<file path="config.mk">
export PLATFORM = sky130hd
export DESIGN_NAME = expression_lexer_stream
export DESIGN_NICKNAME = d
export VERILOG_FILES = /design/src/hw/rtl/elx_pkg.sv /design/src/hw/rtl/expression_lexer_stream.sv
export SDC_FILE = /design/constraint.sdc
export NUM_CORES = 1
export LEC_CHECK = 0
export BUFFER_PORTS_ARGS = -buffer_cell sky130_fd_sc_hd__buf_2
export CAP_MARGIN = 20
export CORE_UTILIZATION = 33
export DETAILED_ROUTE_END_ITERATION = 8
export HOLD_SLACK_MARGIN = 0.15
export PLACE_DENSITY = 0.5
export SETUP_SLACK_MARGIN = 0.4
export SYNTH_ARGS = -nofsm -noshare
export SYNTH_HDL_FRONTEND = slang
export SYNTH_SLANG_ARGS = --single-unit
</file>
<file path="constraint.sdc">
create_clock -name clk -period 10.4 [get_ports clk]
set_input_delay 0.52 -clock clk [delete_from_list [all_inputs] [get_ports clk]]
set_output_delay 0.52 -clock clk [all_outputs]
set_load 0.1 [all_outputs]
</file>
<file path="src/hw/rtl/elx_pkg.sv">
`timescale 1ns / 1ps
// Shared types, character classes and the per-character lexing function.
package elx_pkg;

  // Depth of the result queue; two slots must be free before an item is processed.
  localparam int RES_DEPTH = 4;
  localparam int PTR_W     = $clog2(RES_DEPTH);
  localparam int CNT_W     = $clog2(RES_DEPTH + 1);

  localparam logic [1:0] KIND_OP     = 2'd0;
  localparam logic [1:0] KIND_DSTAR  = 2'd1;
  localparam logic [1:0] KIND_NUMBER = 2'd2;
  localparam logic [1:0] KIND_IDENT  = 2'd3;

  localparam logic [1:0] ERR_NONE = 2'd0;
  localparam logic [1:0] ERR_DOTS = 2'd1;
  localparam logic [1:0] ERR_CHAR = 2'd2;

  localparam logic [7:0] CH_STAR  = 8'h2A;
  localparam logic [7:0] CH_DOT   = 8'h2E;
  localparam logic [7:0] CH_UNDER = 8'h5F;

  typedef enum logic [2:0] {
    MODE_IDLE = 3'b001,
    MODE_NUM  = 3'b010,
    MODE_ID   = 3'b100
  } scan_mode_t;

  typedef struct packed {
    logic       tok_valid;
    logic [7:0] ch;
    logic [1:0] kind;
    logic       tok_start;
    logic       tok_end;
    logic [1:0] err;
    logic       tend;
    logic       rlast;
  } res_item_t;

  typedef struct packed {
    logic [1:0] err;
    logic [1:0] cnt;
    res_item_t  it0;
    res_item_t  it1;
    scan_mode_t mode;
    logic       dot;
    logic       ate;
  } lex_res_t;

  function automatic logic is_digit(logic [7:0] c);
    return (c >= 8'h30) && (c <= 8'h39);
  endfunction

  function automatic logic is_alpha(logic [7:0] c);
    return ((c >= 8'h61) && (c <= 8'h7A)) || ((c >= 8'h41) && (c <= 8'h5A));
  endfunction

  function automatic logic is_space(logic [7:0] c);
    return (c == 8'h20) || (c == 8'h09) || (c == 8'h0D) || (c == 8'h0A);
  endfunction

  function automatic logic is_op(logic [7:0] c);
    return (c == 8'h28) || (c == 8'h29) || (c == 8'h2B) || (c == 8'h2D) ||
           (c == CH_STAR) || (c == 8'h2F) || (c == 8'h5E) || (c == 8'h3D) ||
           (c == 8'h2C) || (c == 8'h21);
  endfunction

  function automatic logic num_cont(logic [7:0] c);
    return is_digit(c) || (c == CH_DOT);
  endfunction

  function automatic logic id_cont(logic [7:0] c);
    return is_alpha(c) || is_digit(c) || (c == CH_UNDER);
  endfunction

  function automatic res_item_t make_tok(logic [7:0] c, logic [1:0] kind, logic st,
                                         logic en);
    res_item_t t;
    t           = '0;
    t.tok_valid = 1'b1;
    t.ch        = c;
    t.kind      = kind;
    t.tok_start = st;
    t.tok_end   = en;
    return t;
  endfunction

  // Lexes one character h given the scan state and an optional lookahead nx.
  function automatic lex_res_t lex_char(scan_mode_t mode, logic dot, logic [7:0] h,
                                        logic has_next, logic [7:0] nx);
    lex_res_t r;
    logic     num_more;
    logic     id_more;
    r        = '0;
    r.mode   = mode;
    r.dot    = dot;
    num_more = has_next && num_cont(nx);
    id_more  = has_next && id_cont(nx);
    case (mode)
      MODE_NUM: begin
        if ((h == CH_DOT) && dot) begin
          r.err = ERR_DOTS;
        end else begin
          if (h == CH_DOT) r.dot = 1'b1;
          r.cnt = 2'd1;
          r.it0 = make_tok(h, KIND_NUMBER, 1'b0, !num_more);
          if (!num_more) begin
            r.mode = MODE_IDLE;
            r.dot  = 1'b0;
          end
        end
      end
      MODE_ID: begin
        r.cnt = 2'd1;
        r.it0 = make_tok(h, KIND_IDENT, 1'b0, !id_more);
        if (!id_more) begin
          r.mode = MODE_IDLE;
          r.dot  = 1'b0;
        end
      end
      default: begin
        if (is_space(h)) begin
          r.cnt = 2'd0;
        end else if ((h == CH_STAR) && has_next && (nx == CH_STAR)) begin
          r.cnt = 2'd2;
          r.it0 = make_tok(CH_STAR, KIND_DSTAR, 1'b1, 1'b0);
          r.it1 = make_tok(CH_STAR, KIND_DSTAR, 1'b0, 1'b1);
          r.ate = 1'b1;
        end else if (is_op(h)) begin
          r.cnt = 2'd1;
          r.it0 = make_tok(h, KIND_OP, 1'b1, 1'b1);
        end else if (is_digit(h) || ((h == CH_DOT) && has_next && is_digit(nx))) begin
          r.cnt = 2'd1;
          r.it0 = make_tok(h, KIND_NUMBER, 1'b1, !num_more);
          if (num_more) begin
            r.mode = MODE_NUM;
            r.dot  = (h == CH_DOT);
          end
        end else if (is_alpha(h) || (h == CH_UNDER)) begin
          r.cnt = 2'd1;
          r.it0 = make_tok(h, KIND_IDENT, 1'b1, !id_more);
          if (id_more) r.mode = MODE_ID;
        end else begin
          r.err = ERR_CHAR;
        end
      end
    endcase
    return r;
  endfunction

endpackage

</file>
<file path="src/hw/rtl/expression_lexer_stream.sv">
`timescale 1ns / 1ps
// Streaming lexer for arithmetic expression text, one byte per transfer.
//
// Usage: text bytes arrive on the text channel (text_valid, text_stall, text_byte,
// text_last), with text_last on the final byte of each text. Each token character
// leaves on the result channel (result_valid, result_stall and the token fields)
// as one transfer, marked with its kind and with start and end flags. An error
// transfer carries a nonzero error_code; the rest of that text is ignored and
// the receiver must drop the tokens it already got for that text.
// Throughput: one byte per cycle while the result queue has room. Each byte is
// registered, then lexed into a four-entry result queue; a byte is processed
// only while the queue has two free slots, since one byte can yield two results.
// Lookahead: a character is emitted only once the following byte is seen, one
// byte of lookahead. After the transfer of that following byte (or of the final
// byte) the result passes through the input register and is written into the
// queue, from which it is offered to the receiver.
// Stalls: when the receiver stalls, the queue fills and text_stall rises, so no
// byte or result is ever lost. Reset empties the input register and the queue
// and returns the scanner to the state between tokens.
module expression_lexer_stream
  import elx_pkg::*;
(
  input  logic       clk,
  input  logic       rst,
  input  logic       text_valid,
  output logic       text_stall,
  input  logic [7:0] text_byte,
  input  logic       text_last,
  output logic       result_valid,
  input  logic       result_stall,
  output logic       token_valid,
  output logic [7:0] token_char,
  output logic [1:0] token_kind,
  output logic       token_start,
  output logic       token_end,
  output logic [1:0] error_code,
  output logic       text_end,
  output logic       run_last
);

  // Input register.
  logic       in_full;
  logic [7:0] in_byte;
  logic       in_last;

  // Scanner state.
  logic [7:0] held_char;
  logic       held_valid;
  scan_mode_t scan_mode;
  logic       dot_seen;
  logic       error_hold;

  // Result queue.
  res_item_t        res_mem [RES_DEPTH];
  logic [PTR_W-1:0] wr_ptr;
  logic [PTR_W-1:0] rd_ptr;
  logic [CNT_W-1:0] count;

  logic       process;
  logic       text_xfer;
  logic       pop;
  lex_res_t   r1;
  lex_res_t   r2;
  logic       hv2;
  scan_mode_t mode1;
  logic       dot1;
  logic [1:0] err1;
  logic [1:0] cnt1;
  logic       use2;
  logic [1:0] err_all;
  res_item_t  it0;
  res_item_t  it1;
  res_item_t  err_item;
  logic [1:0] n_res;
  logic [1:0] push_n;
  res_item_t  head;

  // A registered byte is processed when the queue can take two more results.
  assign process    = in_full && (count <= CNT_W'(RES_DEPTH - 2));
  assign text_stall = in_full && !process;
  assign text_xfer  = text_valid && !text_stall;
  assign pop        = result_valid && !result_stall;

  // First the held character is lexed with the new byte as lookahead; on the
  // final byte the new byte itself is then lexed with no lookahead.
  assign r1    = lex_char(scan_mode, dot_seen, held_char, 1'b1, in_byte);
  assign hv2   = held_valid ? !r1.ate : 1'b1;
  assign mode1 = held_valid ? r1.mode : scan_mode;
  assign dot1  = held_valid ? r1.dot : dot_seen;
  assign err1  = held_valid ? r1.err : ERR_NONE;
  assign cnt1  = held_valid ? r1.cnt : 2'd0;
  assign use2  = (err1 == ERR_NONE) && in_last && hv2;
  assign r2    = lex_char(mode1, dot1, in_byte, 1'b0, 8'h00);

  always_comb begin
    if (err1 != ERR_NONE) begin
      err_all = err1;
    end else if (use2) begin
      err_all = r2.err;
    end else begin
      err_all = ERR_NONE;
    end
  end

  always_comb begin
    err_item     = '0;
    err_item.err = err_all;
    it0          = '0;
    it1          = '0;
    n_res        = 2'd0;
    if (error_hold) begin
      // Only the final byte of a failed text yields anything: a bare end item.
      if (in_last) n_res = 2'd1;
    end else begin
      if (cnt1 != 2'd0) begin
        it0   = r1.it0;
        it1   = r1.it1;
        n_res = cnt1;
      end
      if (use2 && (r2.cnt != 2'd0)) begin
        if (n_res == 2'd0) begin
          it0 = r2.it0;
        end else begin
          it1 = r2.it0;
        end
        n_res = n_res + 2'd1;
      end
      if (err_all != ERR_NONE) begin
        if (n_res == 2'd0) begin
          it0 = err_item;
        end else begin
          it1 = err_item;
        end
        n_res = n_res + 2'd1;
      end
      if (in_last && (n_res == 2'd0)) n_res = 2'd1;
    end
    if (n_res == 2'd2) begin
      it1.rlast = 1'b1;
      it1.tend  = in_last;
    end else begin
      it0.rlast = 1'b1;
      it0.tend  = in_last;
    end
  end

  assign push_n = process ? n_res : 2'd0;

  always_ff @(posedge clk) begin
    if (rst) begin
      in_full <= 1'b0;
    end else if (text_xfer) begin
      in_full <= 1'b1;
    end else if (process) begin
      in_full <= 1'b0;
    end
    if (text_xfer) begin
      in_byte <= text_byte;
      in_last <= text_last;
    end
  end

  always_ff @(posedge clk) begin
    if (rst) begin
      held_char  <= 8'h00;
      held_valid <= 1'b0;
      scan_mode  <= MODE_IDLE;
      dot_seen   <= 1'b0;
      error_hold <= 1'b0;
    end else if (process) begin
      if (in_last) begin
        // End of text: everything returns to the state after reset.
        held_char  <= 8'h00;
        held_valid <= 1'b0;
        scan_mode  <= MODE_IDLE;
        dot_seen   <= 1'b0;
        error_hold <= 1'b0;
      end else if (error_hold) begin
        error_hold <= 1'b1;
      end else if (err_all != ERR_NONE) begin
        held_char  <= 8'h00;
        held_valid <= 1'b0;
        scan_mode  <= MODE_IDLE;
        dot_seen   <= 1'b0;
        error_hold <= 1'b1;
      end else begin
        held_char  <= in_byte;
        held_valid <= hv2;
        scan_mode  <= mode1;
        dot_seen   <= dot1;
      end
    end
  end

  always_ff @(posedge clk) begin
    if (rst) begin
      wr_ptr <= '0;
      rd_ptr <= '0;
      count  <= '0;
    end else begin
      wr_ptr <= wr_ptr + PTR_W'(push_n);
      if (pop) rd_ptr <= rd_ptr + PTR_W'(1);
      count <= count + CNT_W'(push_n) - CNT_W'(pop);
    end
    if (push_n != 2'd0) res_mem[wr_ptr] <= it0;
    if (push_n == 2'd2) res_mem[wr_ptr + PTR_W'(1)] <= it1;
  end

  assign head         = res_mem[rd_ptr];
  assign result_valid = (count != '0);
  assign token_valid  = head.tok_valid;
  assign token_char   = head.ch;
  assign token_kind   = head.kind;
  assign token_start  = head.tok_start;
  assign token_end    = head.tok_end;
  assign error_code   = head.err;
  assign text_end     = head.tend;
  assign run_last     = head.rlast;

  // The queue never holds more than its depth.
  a_count_bound: assert property (@(posedge clk) disable iff (rst)
    count <= CNT_W'(RES_DEPTH))
    else $error("result queue count exceeds its depth");

  // The end of a text is always the last result of its byte.
  a_end_is_last: assert property (@(posedge clk) disable iff (rst)
    (result_valid && text_end) |-> run_last)
    else $error("text_end on a result that is not the last of its byte");

  // An error result never carries a token character.
  a_err_no_tok: assert property (@(posedge clk) disable iff (rst)
    (result_valid && (error_code != ERR_NONE)) |-> !token_valid)
    else $error("error result marked as token character");

  // After the final byte of a text, the scanner is back between tokens.
  a_end_resets: assert property (@(posedge clk) disable iff (rst)
    (process && in_last) |=> (!held_valid && !error_hold && (scan_mode == MODE_IDLE)))
    else $error("scanner state not cleared at end of text");

endmodule

</file>
==> results.md, run 1 <==
- Status: finished clean
- Residual DRC: 0
- Total core area: between 15000 and 20000 um2
- Pwr dens: a little under 200 nW/um2
- MaxCap Viol Count: 0
- Worst hold margin: 0.3370 ns
- FF+latch area: 2793 um2
- IO Port Bufs: 31
- Max Root-Sink Buffers: 2
- Final wirelength: approximately 15000 um
- Detail Route Antenna Nets: 0
- First-pass GRT wire length: around 23000 um
- Final Hold Vio Count: 0
- Die Ht: roughly 140 um
- Synth Flop Type: edfxtp_1
- DR vias/cell: ~5.5
- WP data arrival: 5.85 ns
- Startpoint types: flip-flop
- Num ports: 32
- Most frequent cell after synthesis: edfxtp_1
- Fin nets: approximately 560
- HPWL Detailed: around 10000 um
- CTS tree: done
- Worst setup margin: around 4.5 ns
- WL/cell: 19.08 um
- Post-synthesis cell type count: 90
- Setup Buffers After CTS: 0
- Most frequent cells after synthesis: 77 x edfxtp_1, 46 x nor2_1, 45 x mux2i_1
- Max H-tree Level: 3
- Synthesized cell area: 6097 um2
- Leading area contributor after synthesis: edfxtp_1
- Final setup skew: about 0.0042 ns
- Crit path max fanout: 17
- Skew-Pair Late Insertion Delay: 0.36 ns
- Resized cells post-CTS: 0
- Crit path time final: roughly 5.9 ns
- CTS root buf: clkbuf_16
- Max Slew Vio Count: 0
- Synthesis-to-finish area growth: 8.537%
- Async set or reset register ratio after synthesis: 0
- Count of flip-flops with a built-in enable after synthesis: 77
- Largest net degree at the start of global routing: 24
- Max_slew headroom: 0.3767
- CP Class: reg2reg
- GP Congestion: between 0.9 and 1
- Clk sinks: 101
- Worst Hold Class: in2reg
- Initial antenna violation count: 0
- GRT Util Overall: 0.1679
- Leakage: about 2.3 nW
- Fillers: about 1800
- Mapped Cells: between 500 and 600
- Vias in the first global route: roughly 4000
- Data required time of the critical path: 10.38 ns
- Core Rows: slightly below 50
- Initial drt markers: 446
- Gr ovfl total: 0
- Num CTS Buffers: 9
- Die width: roughly 140 um
- Initial Util: 0.3383
- Total number of vias: 4238
- Crit share post-route: 0.5639
- Crit-path slowest cell: nor3_4
- Die area: between 15000 and 20000 um2
- N_diodes: 0
- Worst-margin pin slew: between 0.9 and 1 ns
- Synthesized area per cell: ~11 um2
- Final setup fails: 0
- CTS Hold Bufs: 0
- Share of layout cells above drive strength 1: 0.1639
- Post-Syn Nets: 553
- Critical path, cell by cell: nor4b_2, nand4_1, nand2_1, a21oi_1, o41ai_4, o21ai_2, a221oi_4, o2bb2ai_1, inv_1, ha_1, a21boi_1, mux2i_4, nor3_4, or2_1
- Area taken by multi-input logic gates: 3035 um2
- RSZ-0062 raised after global routing: no
- Synth top area share: 0.3792
- Setup_tns: 0 ns
- Peak supply drop: approximately 110 uV
- Flops & latches, synth: 101
- Top area cells in the synthesized netlist: edfxtp_1 38%, dfxtp_1 7.9%, mux2i_1 7.4%, mux4_2 6.3%, nor2_1 2.8%
- Max Fclk: roughly 170 MHz
- Worst Setup End Kind: flip-flop
- First-pass DRT Iterations: 4
- Synth warnings: 0
- Sequential-to-total area share from yosys stat: 0.4580
- Setup WS pre-CTS: 4.491 ns
- CTS clk-pin slew, worst paths: roughly 0.070 ns
- Worst path max stage delay: between 0.7 and 0.8 ns
## state kept, by name (all words and copies together) (netlist names), 2 cells and up, named ones only
register,cells
count,3
held_char,8
in_byte,8
rd_ptr,2
res_mem,68
scan_mode,3
wr_ptr,2
## where the power goes
| part | internal, mW | switching [mW] | total (mW) | leakage (nW) |
|---|---|---|---|---|
| clock | 0.163 | 0.158 | 0.321 | 0.134 |
| combinational | 0.121 | 0.341 | 0.462 | 1.25 |
| sequential | 0.469 | 0.0340 | 0.503 | 0.913 |
## layer usage
metal / vias to the layer above / global-route usage / wire (um)
li1: 2052 / - / -
met1: 2096 / 0.2319 / 7092
met2: 83 / 0.2669 / 7021
met3: 7 / 0.02120 / 477
met4: 0 / 0.06461 / 140
met5: - / 0 / 0
## cell families after synthesis
kind of cell | Yosys count | share of synthesized area
DFF | 101 | 0.4580
AOI/OAI and AO/OA | 115 | 0.1461
xor gates and xnor gates | 10 | 0.01560
muxes | 75 | 0.1625
buffers and inverters | 53 | 0.04658
and+or+nand+nor | 172 | 0.1556
adders and majority gates | 7 | 0.01560
## placed cells by master (no fill, tap or decap), drive strengths merged, types with 4 or more instances in the layout
cell type	n
a22o	11
nand4	4
nand3	10
nor2	46
clkinv	5
mux2	12
nor4	4
nor4bb	4
buf	35
o21ai	16
a21oi	22
edfxtp	77
inv	13
ha	6
dfxtp	24
nor3	5
mux4	17
a31oi	5
o21a	6
a21boi	4
and2	5
or2	6
a22oi	14
nor3b	5
xnor2	7
nand2	45
mux2i	46
nor2b	12
clkbuf	9
## final cells by class
type	instances	share of cell area
clock buffer	9	0.03403
sequential	101	0.4220
multi-input combinational	379	0.4587
timing repair buffer	35	0.02798
clock inverter	7	0.007185
inverter	12	0.006807
tap	229	0.04330
## worst max-delay path: cells and delay by family (launching register included)
family,cells,cell delay [ns]
simple gates,5,2.46
compound gates,6,1.87
flops,1,0.58
fa+ha+maj,1,0.31
mux,1,0.18
buf+inv,1,0.08
## path summary, 6_finish.rpt
check                     from             to  slack, ns  cells after the start
setup reg to reg    in_byte[6]  res_mem[0][0]       4.54                     14
hold reg to reg      rd_ptr[0]      rd_ptr[0]       0.54                      2
hold / removal    text_byte[6]     in_byte[6]       0.34                      1
setup / recovery    in_byte[6]  res_mem[0][0]       4.54                     14
## stage by stage
stage,cell area [um2],power [mW],std cells,util
final,6618,1.286,772,0.3671
after global routing,6618,1.348,772,0.3671
after CTS,6618,1.304,772,0.3671
after detailed placement,6345,0.9813,756,0.3520
after global placement,6345,0.9781,756,0.3520
after floorplan,6097,0.9033,533,-
(Power assumes the default switching activity.)
==> run 2, diff against run 1 <==
--- a/config.mk
+++ b/config.mk
@@ -5,12 +5,13 @@
 export SDC_FILE = /design/constraint.sdc
 export NUM_CORES = 1
 export LEC_CHECK = 0
+export ABC_AREA = 1
 export BUFFER_PORTS_ARGS = -buffer_cell sky130_fd_sc_hd__buf_2
 export CAP_MARGIN = 20
 export CORE_UTILIZATION = 33
 export DETAILED_ROUTE_END_ITERATION = 8
 export HOLD_SLACK_MARGIN = 0.15
-export PLACE_DENSITY = 0.5
+export PLACE_DENSITY = 0.52
 export SETUP_SLACK_MARGIN = 0.4
 export SYNTH_ARGS = -nofsm -noshare
 export SYNTH_HDL_FRONTEND = slang
==> constraint.sdc (replaced) <==
create_clock -name clk -period 5.39 [get_ports clk]
set_input_delay 0.2695 -clock clk [delete_from_list [all_inputs] [get_ports clk]]
set_output_delay 0.2695 -clock clk [all_outputs]
set_load 0.1 [all_outputs]
==> results.md, run 2 <==
- Count of flip-flops with a built-in enable after synthesis: 77
- Mapped Cells: ~840
- GP Congestion: around 0.94
- Post-synthesis cell type count: 36
- Largest Register: res_mem
- CTS clk-pin slew, worst paths: 0.07 ns
- Setup slack, reg-to-reg: roughly 0.80 ns
- Total core area: 18710 um2
- Leakage: 3.078 nW
- Top area cells in the synthesized netlist: edfxtp_1 37%, nand2_1 14%, dfxtp_1 7.6%, nand3_1 6.7%, nor2_1 6.1%
- N_diodes: 0
- HPWL Detailed: around 13000 um
- Synth top area share: 0.3661
- Worst-margin pin slew: approximately 0.97 ns
- Max Fclk: ~220 MHz
- Synth warnings: 0
- Crit share post-route: 0.8519
- Max Root-Sink Buffers: 2
- Synthesized area per cell: ~7.5 um2
- Share of layout cells above drive strength 1: 0.1670
- Die Ht: between 100 and 150 um
- CTS tree: done
- Most frequent cells after synthesis: 241 x nand2_1, 103 x nor2_1, 84 x nand3_1
- Synth Flop Type: edfxtp_1
- Flops & latches, synth: between 100 and 150
- Crit path time final: 4.592 ns
- Crit path max fanout: 10
- Worst path max stage delay: around 0.54 ns
- Gr ovfl total: 0
- Async set or reset register ratio after synthesis: 0
- First-pass GRT wire length: around 28000 um
- Fin util: 0.3845
- Data required time of the critical path: 5.64 ns
- Largest register FFs: 68
- Num ports: 32
- GRT Util Overall: 0.1897
- DR vias/cell: 4.971
- Synthesis-to-finish area growth: 13.89%
- Worst Hold Class: in2reg
- Switch share: 0.4713
- Setup_tns: 0 ns
- Status: finished clean
- FF+latch area: ~2800 um2
- Area taken by multi-input logic gates: 3037 um2
- IO Port Bufs: 31
- WL/cell: roughly 16 um
- Final Hold Vio Count: 0
- Final setup fails: 0
- Die width: roughly 140 um
- Largest net degree at the start of global routing: 36
- WP data arrival: between 4 and 5 ns
- Core Rows: 50
- Most frequent cells in the layout: 241 x nand2_1, 102 x nor2_1, 84 x nand3_1
- Detail Route Antenna Nets: 0
- Final wirelength: 17760 um
- First-pass DRT Iterations: 5
- Leading area contributor after synthesis: edfxtp_1
- Psw: 1.353 mW
- Skew-Pair Late Insertion Delay: ~0.36 ns
- Commonest non-fill, non-tap cell in the layout: nand2_1
- Num CTS Buffers: 9
- Peak supply drop: 147.2 uV
- Finished Cell Area: 7193 um2
- MaxCap Viol Count: 0
- Initial drt markers: between 300 and 400
- RSZ-0062 raised after global routing: no
- Pwr dens: about 400 nW/um2
- Max_slew headroom: 0.3535
- Worst hold margin: 0.1779 ns
- Internal: 1.518 mW
- Vias in the first global route: ~5300
- Synthesized cell area: about 6300 um2
- Post-Syn Nets: between 800 and 900
- Top Registers: res_mem: 68 flops, held_char: 8 flops, in_byte: 8 flops
- Initial Util: 0.3377
- Sequential-to-total area share from yosys stat: 0.4422
- Logic pwr share: 0.436
- Clk sinks: 101
- Most frequent cell after synthesis: nand2_1
- Fin nets: between 900 and 1000
- Max Slew Vio Count: 0
- Fillers: between 1500 and 2000
- Die area: 19700 um2
- CTS root buf: clkbuf_16
- Crit-path slowest cell: edfxtp_1
- Worst Setup End Kind: flip-flop
- Startpoint types: flip-flop
- Seq pwr share: 0.342
- Final setup skew: 0.004498 ns
- Placed cell area: ~6700 um2
- Max H-tree Level: 3
- Residual DRC: 0
- Initial antenna violation count: 0
- Total number of vias: approximately 5600
- Clock share of power: 0.221
- CP Class: reg2reg
- Critical Path Most Common Cell: nand2_1
==> run 2: layer usage <==
metal  part of all wire  up-vias  GRT usage
li1                   -     2865          -
met1               0.48     2551     0.2514
met2               0.45      119     0.3029
met3              0.042       32    0.03932
met4              0.023        0    0.07345
met5                  0        -          0
==> run 2: power by group through the flow <==
stage	combinational, mW	sequential [mW]	clock (mW)
4_1_cts	1.24	0.986	0.654
3_5_place_dp	1.23	1.00	0
5_1_grt	1.35	0.993	0.687
3_3_place_gp	1.23	1.00	0
2_1_floorplan	0.989	0.984	0
6_report	1.25	0.983	0.635
==> run 2: critical path: cells and delay by family (launching register included) <==
kind	cells	cell delay, ns
xor+xnor	1	0.18
flops	1	0.54
buf+inv	6	0.41
compound gates	3	0.30
simple gates	14	1.71
fa+ha+maj	5	1.35
==> run 2: timing repair <==
item	in CTS	in global routing
hold buffers	9	0
endpoints found under the hold margin	9	0
gates resized for setup	0	3
buffers inserted	0	6
setup endpoints to repair	0	36
==> run 2: area by class of cell <==
class	instances	share of cell area
Clock buffer	10	0.03183
Sequential cell	101	0.3882
Multi-Input combinational cell	620	0.4222
Timing Repair Buffer	63	0.06436
Inverter	86	0.04488
Clock inverter	6	0.007827
Tap cell	234	0.04070
==> run 2: kinds of logic after synthesis <==
| kind of cell | after synthesis | share of synthesized area |
|---|---|---|
| buffers and inverters | 121 | 0.08063 |
| xor gates and xnor gates | 2 | 0.002774 |
| AOI/OAI and AO/OA | 115 | 0.09826 |
| DFF | 101 | 0.4422 |
| and+or+nand+nor | 496 | 0.3611 |
| adders and majority gates | 7 | 0.01506 |
==> run 2: final timing paths <==
path | from | end | depth (start not counted)
max reg2reg | in_byte[3] | count[2] | 29
min | text_valid | in_full | 3
max | in_byte[3] | count[2] | 29
min reg2reg | rd_ptr[1] | rd_ptr[1] | 2
==> run 2: through the flow <==
stage | total power [mW] | std cells | worst slack, ns
4_1_cts | 2.879 | 1113 | 0.6215
3_5_place_dp | 2.235 | 1088 | 0.6678
6_report | 2.871 | 1120 | 0.7980
5_1_grt | 3.029 | 1120 | 0.3864
2_1_floorplan | 1.973 | 842 | 1.097
3_3_place_gp | 2.236 | 1087 | 0.8357
